<file path="src/rtl/sha1bs_pkg.sv">
// shared constants and types for the sha-1 byte stream hasher
package sha1bs_pkg;

    localparam int DIGEST_WORDS = 5;
    localparam int BLOCK_WORDS  = 16;
    localparam int ROUNDS       = 80;

    localparam logic [31:0] K0 = 32'h5A827999;
    localparam logic [31:0] K1 = 32'h6ED9EBA1;
    localparam logic [31:0] K2 = 32'h8F1BBCDC;
    localparam logic [31:0] K3 = 32'hCA62C1D6;

    localparam logic [7:0] PAD_BYTE  = 8'h80;
    localparam logic [4:0] LEN_WORD  = 5'd14;
    localparam logic [4:0] END_WORD  = 5'd16;

    typedef logic [DIGEST_WORDS-1:0][31:0] digest_t;

    localparam digest_t H_INIT = {32'hC3D2E1F0, 32'h10325476, 32'h98BADCFE,
                                  32'hEFCDAB89, 32'h67452301};

    typedef struct packed {
        logic start;
        logic init;
    } core_ctrl_t;

    typedef struct packed {
        logic done;
    } core_stat_t;

endpackage

</file>
<file path="src/rtl/sha1bs_ram.sv">
// generic single-port ram with registered read
module sha1bs_ram #(
    parameter int WIDTH = 32,
    parameter int DEPTH = 16
) (
    input  logic                     clk,
    input  logic                     we,
    input  logic [$clog2(DEPTH)-1:0] addr,
    input  logic [WIDTH-1:0]         wdata,
    output logic [WIDTH-1:0]         rdata
);

    logic [WIDTH-1:0] mem_reg [DEPTH];
    logic [WIDTH-1:0] rdata_reg;

    always_ff @(posedge clk)
    begin
        if (we)
        begin
            mem_reg[addr] <= wdata;
        end
        rdata_reg <= mem_reg[addr];
    end

    assign rdata = rdata_reg;

endmodule

</file>
<file path="src/rtl/sha1bs_core.sv">
// sha-1 compression engine: one round per cycle, schedule window, chaining words
module sha1bs_core (
    input  logic                 clk,
    input  logic                 rst_n,
    input  sha1bs_pkg::core_ctrl_t ctrl,
    output sha1bs_pkg::core_stat_t stat,
    output logic [3:0]           rd_addr,
    input  logic [31:0]          rd_data,
    output sha1bs_pkg::digest_t  hash
);

    import sha1bs_pkg::*;

    typedef enum logic [1:0] {
        C_IDLE,
        C_ROUND,
        C_ADD
    } cstate_t;

    cstate_t       state_reg, state_next;
    logic [6:0]    rnd_reg, rnd_next;
    digest_t       h_reg, h_next;
    logic [31:0]   a_reg, b_reg, c_reg, d_reg, e_reg;
    logic [31:0]   a_next, b_next, c_next, d_next, e_next;
    logic [31:0]   win_reg [BLOCK_WORDS];
    logic [31:0]   win_next [BLOCK_WORDS];
    logic [31:0]   w_cur, x_cur, f_cur, k_cur, t_cur;

    always_comb
    begin
        x_cur = win_reg[13] ^ win_reg[8] ^ win_reg[2] ^ win_reg[0];
        if (rnd_reg < 7'(BLOCK_WORDS))
            w_cur = rd_data;
        else
            w_cur = {x_cur[30:0], x_cur[31]};

        if (rnd_reg < 7'd20)
        begin
            f_cur = (b_reg & c_reg) | (~b_reg & d_reg);
            k_cur = K0;
        end
        else if (rnd_reg < 7'd40)
        begin
            f_cur = b_reg ^ c_reg ^ d_reg;
            k_cur = K1;
        end
        else if (rnd_reg < 7'd60)
        begin
            f_cur = (b_reg & c_reg) | (b_reg & d_reg) | (c_reg & d_reg);
            k_cur = K2;
        end
        else
        begin
            f_cur = b_reg ^ c_reg ^ d_reg;
            k_cur = K3;
        end
        t_cur = {a_reg[26:0], a_reg[31:27]} + f_cur + e_reg + k_cur + w_cur;
    end

    always_comb
    begin
        state_next = state_reg;
        rnd_next   = rnd_reg;
        h_next     = h_reg;
        a_next     = a_reg;
        b_next     = b_reg;
        c_next     = c_reg;
        d_next     = d_reg;
        e_next     = e_reg;
        win_next   = win_reg;

        case (state_reg)
            C_IDLE:
            begin
                if (ctrl.init)
                begin
                    h_next = H_INIT;
                end
                else if (ctrl.start)
                begin
                    a_next     = h_reg[0];
                    b_next     = h_reg[1];
                    c_next     = h_reg[2];
                    d_next     = h_reg[3];
                    e_next     = h_reg[4];
                    rnd_next   = '0;
                    state_next = C_ROUND;
                end
            end
            C_ROUND:
            begin
                a_next = t_cur;
                b_next = a_reg;
                c_next = {b_reg[1:0], b_reg[31:2]};
                d_next = c_reg;
                e_next = d_reg;
                for (int i = 0; i < BLOCK_WORDS - 1; i++)
                begin
                    win_next[i] = win_reg[i+1];
                end
                win_next[BLOCK_WORDS-1] = w_cur;
                rnd_next = rnd_reg + 7'd1;
                if (rnd_reg == 7'(ROUNDS - 1))
                    state_next = C_ADD;
            end
            C_ADD:
            begin
                h_next[0]  = h_reg[0] + a_reg;
                h_next[1]  = h_reg[1] + b_reg;
                h_next[2]  = h_reg[2] + c_reg;
                h_next[3]  = h_reg[3] + d_reg;
                h_next[4]  = h_reg[4] + e_reg;
                state_next = C_IDLE;
            end
            default:
            begin
                state_next = C_IDLE;
            end
        endcase
    end

    always_ff @(posedge clk or negedge rst_n)
    begin
        if (!rst_n)
        begin
            state_reg <= C_IDLE;
            rnd_reg   <= '0;
            h_reg     <= H_INIT;
        end
        else
        begin
            state_reg <= state_next;
            rnd_reg   <= rnd_next;
            h_reg     <= h_next;
        end
    end

    always_ff @(posedge clk)
    begin
        a_reg   <= a_next;
        b_reg   <= b_next;
        c_reg   <= c_next;
        d_reg   <= d_next;
        e_reg   <= e_next;
        win_reg <= win_next;
    end

    // prefetch the next block word so it lands with its round
    assign rd_addr   = (state_reg == C_ROUND) ? (rnd_reg[3:0] + 4'd1) : 4'd0;
    assign stat.done = (state_reg == C_ADD);
    assign hash      = h_reg;

endmodule

</file>
<file path="src/rtl/sha1_byte_stream_hasher.sv">
// top level of the sha-1 byte stream hasher: byte packing, padding, digest output
//
// input channel: in_valid / in_stall with command and data_byte. an absorb
// transfer appends one message byte; a finish transfer pads the message and
// produces the 160-bit digest as five output transfers.
// output channel: out_valid / out_stall with digest_word, word_index and
// last_word; words come out most significant first, last_word on index 4.
// bytes are packed into 32-bit words and written into a 16-word block ram;
// the compression engine reads that ram back, one round per cycle.
// absorbs are taken back to back, except that the 64th byte of a block
// stalls the input for a compression (start, 80 rounds, chaining add).
// a finish runs the padding writes up to the block end, one compression
// (two when 56 or more bytes sit in the block, plus 16 more padding writes),
// then loads the first digest word; the five words then leave at
// one per cycle while out_stall is low and hold while it is high.
// in_stall is high whenever the block is busy with a compression, padding
// or digest output. reset restores the initial chaining words and clears the
// byte and bit counters; the block ram contents need no clearing since every
// word is written before the engine reads it.
module sha1_byte_stream_hasher (
    input  logic        clk,
    input  logic        rst_n,
    input  logic        in_valid,
    output logic        in_stall,
    input  logic        command,
    input  logic [7:0]  data_byte,
    output logic        out_valid,
    input  logic        out_stall,
    output logic [31:0] digest_word,
    output logic [2:0]  word_index,
    output logic        last_word
);

    import sha1bs_pkg::*;

    typedef enum logic [2:0] {
        S_IDLE,
        S_PAD,
        S_START,
        S_COMP,
        S_OUT
    } state_t;

    localparam logic CMD_ABSORB = 1'b0;
    localparam logic CMD_FINISH = 1'b1;

    state_t      state_reg, state_next;
    state_t      ret_reg, ret_next;       // where to go after a compression
    logic [5:0]  fill_reg, fill_next;     // bytes held in the block
    logic [23:0] acc_reg, acc_next;       // leading bytes of the word being built
    logic [63:0] bitcnt_reg, bitcnt_next;
    logic [4:0]  wptr_reg, wptr_next;     // padding write pointer
    logic        extra_reg, extra_next;   // length does not fit, extra block first
    logic        out_valid_reg, out_valid_next;
    logic [31:0] digest_word_reg, digest_word_next;
    logic [2:0]  word_index_reg, word_index_next;
    logic        last_word_reg, last_word_next;

    logic        ram_we;
    logic [3:0]  ram_addr, wr_addr;
    logic [31:0] ram_wdata, ram_rdata;
    logic [3:0]  core_addr;
    core_ctrl_t  core_ctrl;
    core_stat_t  core_stat;
    digest_t     hash;
    logic        in_xfer, out_xfer;
    logic [31:0] pad_word;

    sha1bs_ram #(
        .WIDTH (32),
        .DEPTH (BLOCK_WORDS)
    ) u_block_ram (
        .clk   (clk),
        .we    (ram_we),
        .addr  (ram_addr),
        .wdata (ram_wdata),
        .rdata (ram_rdata)
    );

    sha1bs_core u_core (
        .clk     (clk),
        .rst_n   (rst_n),
        .ctrl    (core_ctrl),
        .stat    (core_stat),
        .rd_addr (core_addr),
        .rd_data (ram_rdata),
        .hash    (hash)
    );

    assign in_stall = (state_reg != S_IDLE);
    assign in_xfer  = in_valid && !in_stall;
    assign out_xfer = out_valid_reg && !out_stall;

    // word holding the 0x80 marker, earlier bytes of the word kept
    always_comb
    begin
        case (fill_reg[1:0])
            2'd0:    pad_word = {PAD_BYTE, 24'h0};
            2'd1:    pad_word = {acc_reg[23:16], PAD_BYTE, 16'h0};
            2'd2:    pad_word = {acc_reg[23:8], PAD_BYTE, 8'h0};
            default: pad_word = {acc_reg, PAD_BYTE};
        endcase
    end

    always_comb
    begin
        state_next       = state_reg;
        ret_next         = ret_reg;
        fill_next        = fill_reg;
        acc_next         = acc_reg;
        bitcnt_next      = bitcnt_reg;
        wptr_next        = wptr_reg;
        extra_next       = extra_reg;
        out_valid_next   = out_valid_reg;
        digest_word_next = digest_word_reg;
        word_index_next  = word_index_reg;
        last_word_next   = last_word_reg;
        ram_we           = 1'b0;
        wr_addr          = fill_reg[5:2];
        ram_wdata        = '0;
        core_ctrl.start  = 1'b0;
        core_ctrl.init   = 1'b0;

        case (state_reg)
            S_IDLE:
            begin
                if (in_xfer)
                begin
                    if (command == CMD_ABSORB)
                    begin
                        case (fill_reg[1:0])
                            2'd0:    acc_next[23:16] = data_byte;
                            2'd1:    acc_next[15:8]  = data_byte;
                            2'd2:    acc_next[7:0]   = data_byte;
                            default: acc_next        = acc_reg;
                        endcase
                        if (fill_reg[1:0] == 2'd3)
                        begin
                            ram_we    = 1'b1;
                            ram_wdata = {acc_reg, data_byte};
                        end
                        bitcnt_next = {bitcnt_reg[63:3] + 61'd1, bitcnt_reg[2:0]};
                        fill_next   = fill_reg + 6'd1;
                        if (fill_reg == 6'd63)
                        begin
                            ret_next   = S_IDLE;
                            state_next = S_START;
                        end
                    end
                    else if (command == CMD_FINISH)
                    begin
                        ram_we     = 1'b1;
                        ram_wdata  = pad_word;
                        wptr_next  = {1'b0, fill_reg[5:2]} + 5'd1;
                        extra_next = (fill_reg[5:3] == 3'b111);
                        state_next = S_PAD;
                    end
                end
            end
            S_PAD:
            begin
                if (wptr_reg == END_WORD)
                begin
                    ret_next   = extra_reg ? S_PAD : S_OUT;
                    extra_next = 1'b0;
                    wptr_next  = '0;
                    state_next = S_START;
                end
                else
                begin
                    ram_we  = 1'b1;
                    wr_addr = wptr_reg[3:0];
                    if (extra_reg || (wptr_reg < LEN_WORD))
                        ram_wdata = '0;
                    else if (wptr_reg == LEN_WORD)
                        ram_wdata = bitcnt_reg[63:32];
                    else
                        ram_wdata = bitcnt_reg[31:0];
                    wptr_next = wptr_reg + 5'd1;
                end
            end
            S_START:
            begin
                core_ctrl.start = 1'b1;
                state_next      = S_COMP;
            end
            S_COMP:
            begin
                if (core_stat.done)
                begin
                    out_valid_next = 1'b0;
                    state_next     = ret_reg;
                end
            end
            S_OUT:
            begin
                if (!out_valid_reg)
                begin
                    out_valid_next   = 1'b1;
                    digest_word_next = hash[0];
                    word_index_next  = '0;
                    last_word_next   = 1'b0;
                end
                else if (out_xfer)
                begin
                    if (word_index_reg == 3'(DIGEST_WORDS - 1))
                    begin
                        // digest delivered, start over for the next message
                        out_valid_next = 1'b0;
                        core_ctrl.init = 1'b1;
                        bitcnt_next    = '0;
                        fill_next      = '0;
                        state_next     = S_IDLE;
                    end
                    else
                    begin
                        digest_word_next = hash[word_index_reg + 3'd1];
                        word_index_next  = word_index_reg + 3'd1;
                        last_word_next   = (word_index_reg == 3'(DIGEST_WORDS - 2));
                    end
                end
            end
            default:
            begin
                state_next = S_IDLE;
            end
        endcase
    end

    // the engine owns the ram port while it starts and runs
    assign ram_addr = ((state_reg == S_START) || (state_reg == S_COMP)) ? core_addr : wr_addr;

    always_ff @(posedge clk or negedge rst_n)
    begin
        if (!rst_n)
        begin
            state_reg     <= S_IDLE;
            ret_reg       <= S_IDLE;
            fill_reg      <= '0;
            bitcnt_reg    <= '0;
            wptr_reg      <= '0;
            extra_reg     <= 1'b0;
            out_valid_reg <= 1'b0;
        end
        else
        begin
            state_reg     <= state_next;
            ret_reg       <= ret_next;
            fill_reg      <= fill_next;
            bitcnt_reg    <= bitcnt_next;
            wptr_reg      <= wptr_next;
            extra_reg     <= extra_next;
            out_valid_reg <= out_valid_next;
        end
    end

    always_ff @(posedge clk)
    begin
        acc_reg         <= acc_next;
        digest_word_reg <= digest_word_next;
        word_index_reg  <= word_index_next;
        last_word_reg   <= last_word_next;
    end

    assign out_valid   = out_valid_reg;
    assign digest_word = digest_word_reg;
    assign word_index  = word_index_reg;
    assign last_word   = last_word_reg;

endmodule

</file>
<file path="config.mk">
export PLATFORM = sky130hd
export DESIGN_NAME = sha1_byte_stream_hasher
export DESIGN_NICKNAME = d
export VERILOG_FILES = /design/src/rtl/sha1bs_pkg.sv /design/src/rtl/sha1bs_ram.sv /design/src/rtl/sha1bs_core.sv /design/src/rtl/sha1_byte_stream_hasher.sv
export SDC_FILE = /design/constraint.sdc
export NUM_CORES = 2
export LEC_CHECK = 0
export BUFFER_PORTS_ARGS = -buffer_cell sky130_fd_sc_hd__buf_2
export CORE_MARGIN = 2
export CORE_UTILIZATION = 45
export DETAILED_ROUTE_END_ITERATION = 10
export SLEW_MARGIN = 25
export SYNTH_ARGS = -nofsm -noshare
export SYNTH_HDL_FRONTEND = slang
export SYNTH_SLANG_ARGS = --single-unit
export TNS_END_PERCENT = 100
</file>
<file path="constraint.sdc">
create_clock -name clk -period 18.9 [get_ports clk]
set_input_delay 0.945 -clock clk [delete_from_list [all_inputs] [get_ports clk]]
set_output_delay 0.945 -clock clk [all_outputs]
set_load 0.02 [all_outputs]
</file>
==> out/qor.yml <==
synthesis:
  ys_seq_area_frac: 0.6178
  avgSynthCellArea_um2: 12.80
  synth.cell_area_um2: 71710
  synth_cell_types: 90
  postSynthCellCount: 5604
  synth_warnings: 0
  synth_compound_area_frac: 0.1025
  postSynth.topFlopCell: "edfxtp_1"
  synth-xor-area-share: 0.03749
  synth_top_family_by_area: "compound AO/OA/AOI/OAI gates"
  synthSimpleGateAreaFrac: 0.08638
  synth.net_count: 5974
  ys_async_sr_fraction: 0.1627
  synth_seq_cells: 1524
  synth_mux_area_frac: 0.05374
  synth_edf_count: 1244
  synth_fa_ha_area_frac: 0.07527
cts:
  clkSlewWorstSetupHoldPaths_ns: 0.06
  cts_tree: "done"
  cts.hold.buffers_added: 0
  cts_buffers: 164
  cts_htree_levels: 4
  cts_buffer_depth: 3
  cts_resized: 0
  clock_latency_ns: 0.81
  cts_root_buffer: "clkbuf_16"
  clkSinkCount: 1524
  post_cts_buffers: 0
setup_path:
  critPathMaxStageDelay_ns: 0.74
  rrSetupSlack_ns: 11.64
  cp_top_family: "compound AO/OA/AOI/OAI gates"
  path_max_fanout: 33
  worst_ep_arrival_time_ns: 7.80
  crit_slowest_cell: "o311ai_0"
  cp-start-kind: "flip-flop"
  crit_buf_inv: 4
  endpoint_kind: "flip-flop"
  worstSetupPathType: "flip-flop to flip-flop"
  worstPathRequired_ns: 19.44
grt:
  grt_antenna_before_repair: 7
  grt_pass1_vias: 42840
  grt_usage: 0.2217
  grt_max_degree: 193
  grt_pass1_wl_mm: 272.4
  overflow: 0
die:
  io_pins: 51
  die_height_um: 403.2
  die_w_um: 403.2
  start_util: 0.4528
  die_area_um2: 162600
  num_rows: 146
  core_um2: 158400
sta:
  worst_slew_pin_slew_ns: 1.090
  fin_skew_ns: 0.06476
  slew_viol_final: 0
  finalHoldViolCount: 0
  fin_tns_setup_ns: 0
  relSlewSlack: 0.2732
  period_share: 0.3840
  setup_violations: 0
  timing.fmax_mhz: 137.8
  rsz0062_at_grt: "no"
  fin_crit_ns: 7.258
outcome:
  status: "completed"
finish:
  area_growth_syn_to_layout_pct: 11.39
  nNetsFinal: 6050
  layout_commonest_cell: "edfxtp_1"
  final_cell_mix: "edfxtp_1 (1244), nand2_1 (693), nor2_1 (379)"
  drive_above_1_share: 0.1132
detailed_routing:
  detail-route-antenna-nets: 0
  drc: 0
  avgRoutedWirePerCell_um: 23.07
  viasPerCell: 5.642
  first_iter_violations: 4303
  first_pass_iters: 5
  routed_wl_mm: 182.1
  dr_total_vias: 44530
worst_hold_path:
  holdCritPathClass: "input port to async pin"
place:
  io_buffers: 50
  hpwl_mm: 118.2
  gp_congestion: 0.9001
flow_run:
  cap_violations: 0
[cell families (layout without fill, tap and decap cells)]
| group | after synthesis | in the layout |
|---|---|---|
| AO/OA/AOI/OAI | 1189 | 1189 |
| XOR/XNOR | 307 | 307 |
| adder cells (fa/ha/maj) | 357 | 357 |
| buffers and inverters | 469 | 685 |
| flip-flops | 1524 | 1524 |
| multiplexers | 329 | 329 |
| other | 0 | 1 |
| AND/OR/NAND/NOR | 1429 | 1429 |
[cells in the mapped netlist, types with 25 or more instances]
master,number,area share
ha_1,233,0.041
a21o_1,89,0.0093
inv_1,241,0.013
and3_1,30,0.0026
dfxtp_1,32,0.0089
a21oi_1,334,0.023
dfstp_2,80,0.029
a211oi_1,117,0.012
fa_1,124,0.035
dfrtp_1,168,0.059
nor2b_1,47,0.0041
nand3_1,56,0.0039
o21ai_0,337,0.024
xor2_1,117,0.014
edfxtp_1,1244,0.52
mux4_2,32,0.010
xnor2_1,190,0.023
nor2_1,393,0.021
mux2_1,28,0.0044
mux2_2,100,0.016
nand4_1,25,0.0022
clkbuf_1,177,0.0093
nor3_1,41,0.0029
a22oi_1,37,0.0039
or3_1,32,0.0028
nand2b_1,32,0.0028
o21ai_1,40,0.0028
nand2_1,694,0.036
mux2i_1,169,0.024
[final timing paths]
kind                                      endpoint  depth (start not counted)          startpoint
worst max-delay path              u_core.a_reg[31]                         25   u_core.rnd_reg[4]
worst min-delay path              u_core.hash[115]                          1               rst_n
worst max register to register    u_core.a_reg[31]                         25   u_core.rnd_reg[4]
worst min register to register  u_core.win_reg[83]                          0  u_core.win_reg[51]
max in group asynchronous                out_valid                          2               rst_n
min in group clk                       acc_reg[11]                          1        data_byte[3]
[worst reg2reg max path, delay by kind of cell, from the launching register on]
family                     cells  cell delay, ns
DFF                            1            0.47
buffers and inverters          4            0.56
adders and majority gates      5            2.05
AOI/OAI and AO/OA              7            2.05
and+or+nand+nor                9            1.88
[area by class of cell]
class / instances / area (µm²)
Fill cell: 13550 / 78500
Multi-Input combinational cell: 3611 / 25730
Clock buffer: 212 / 4427
Clock inverter: 94 / 890.9
Sequential cell: 1524 / 44310
Antenna cell: 1 / 2.502
Timing Repair Buffer: 138 / 1011
Tap cell: 2072 / 2592
Inverter: 241 / 917.1
[metal layers]
metal	global-route usage	wire (µm)	vias to the layer above
li1	-	-	20570
met1	0.3302	85050	22370
met2	0.3366	81270	1342
met3	0.03778	11490	239
met4	0.05848	4268	4
met5	0	24	-
[through the flow]
| step | setup WS, ns | cell area [µm²] | std cells | utilization | hold WS (ns) |
|---|---|---|---|---|---|
| after floorplan | 2.878 | 71710 | 5604 | - | 0.4003 |
| after global placement | 11.75 | 74500 | 7585 | 0.4704 | 0.4006 |
| after detailed placement | 11.62 | 74520 | 7585 | 0.4705 | 0.4045 |
| after CTS | 11.62 | 79840 | 7891 | 0.5041 | 0.1614 |
| after global routing | 11.15 | 79880 | 7892 | 0.5044 | 0.1872 |
| final | 11.64 | 79880 | 7893 | 0.5044 | 0.1572 |
Power is left out: the tool's default activity adds up to more than one toggle a clock period on the data nets, which glitch-free logic cannot reach.
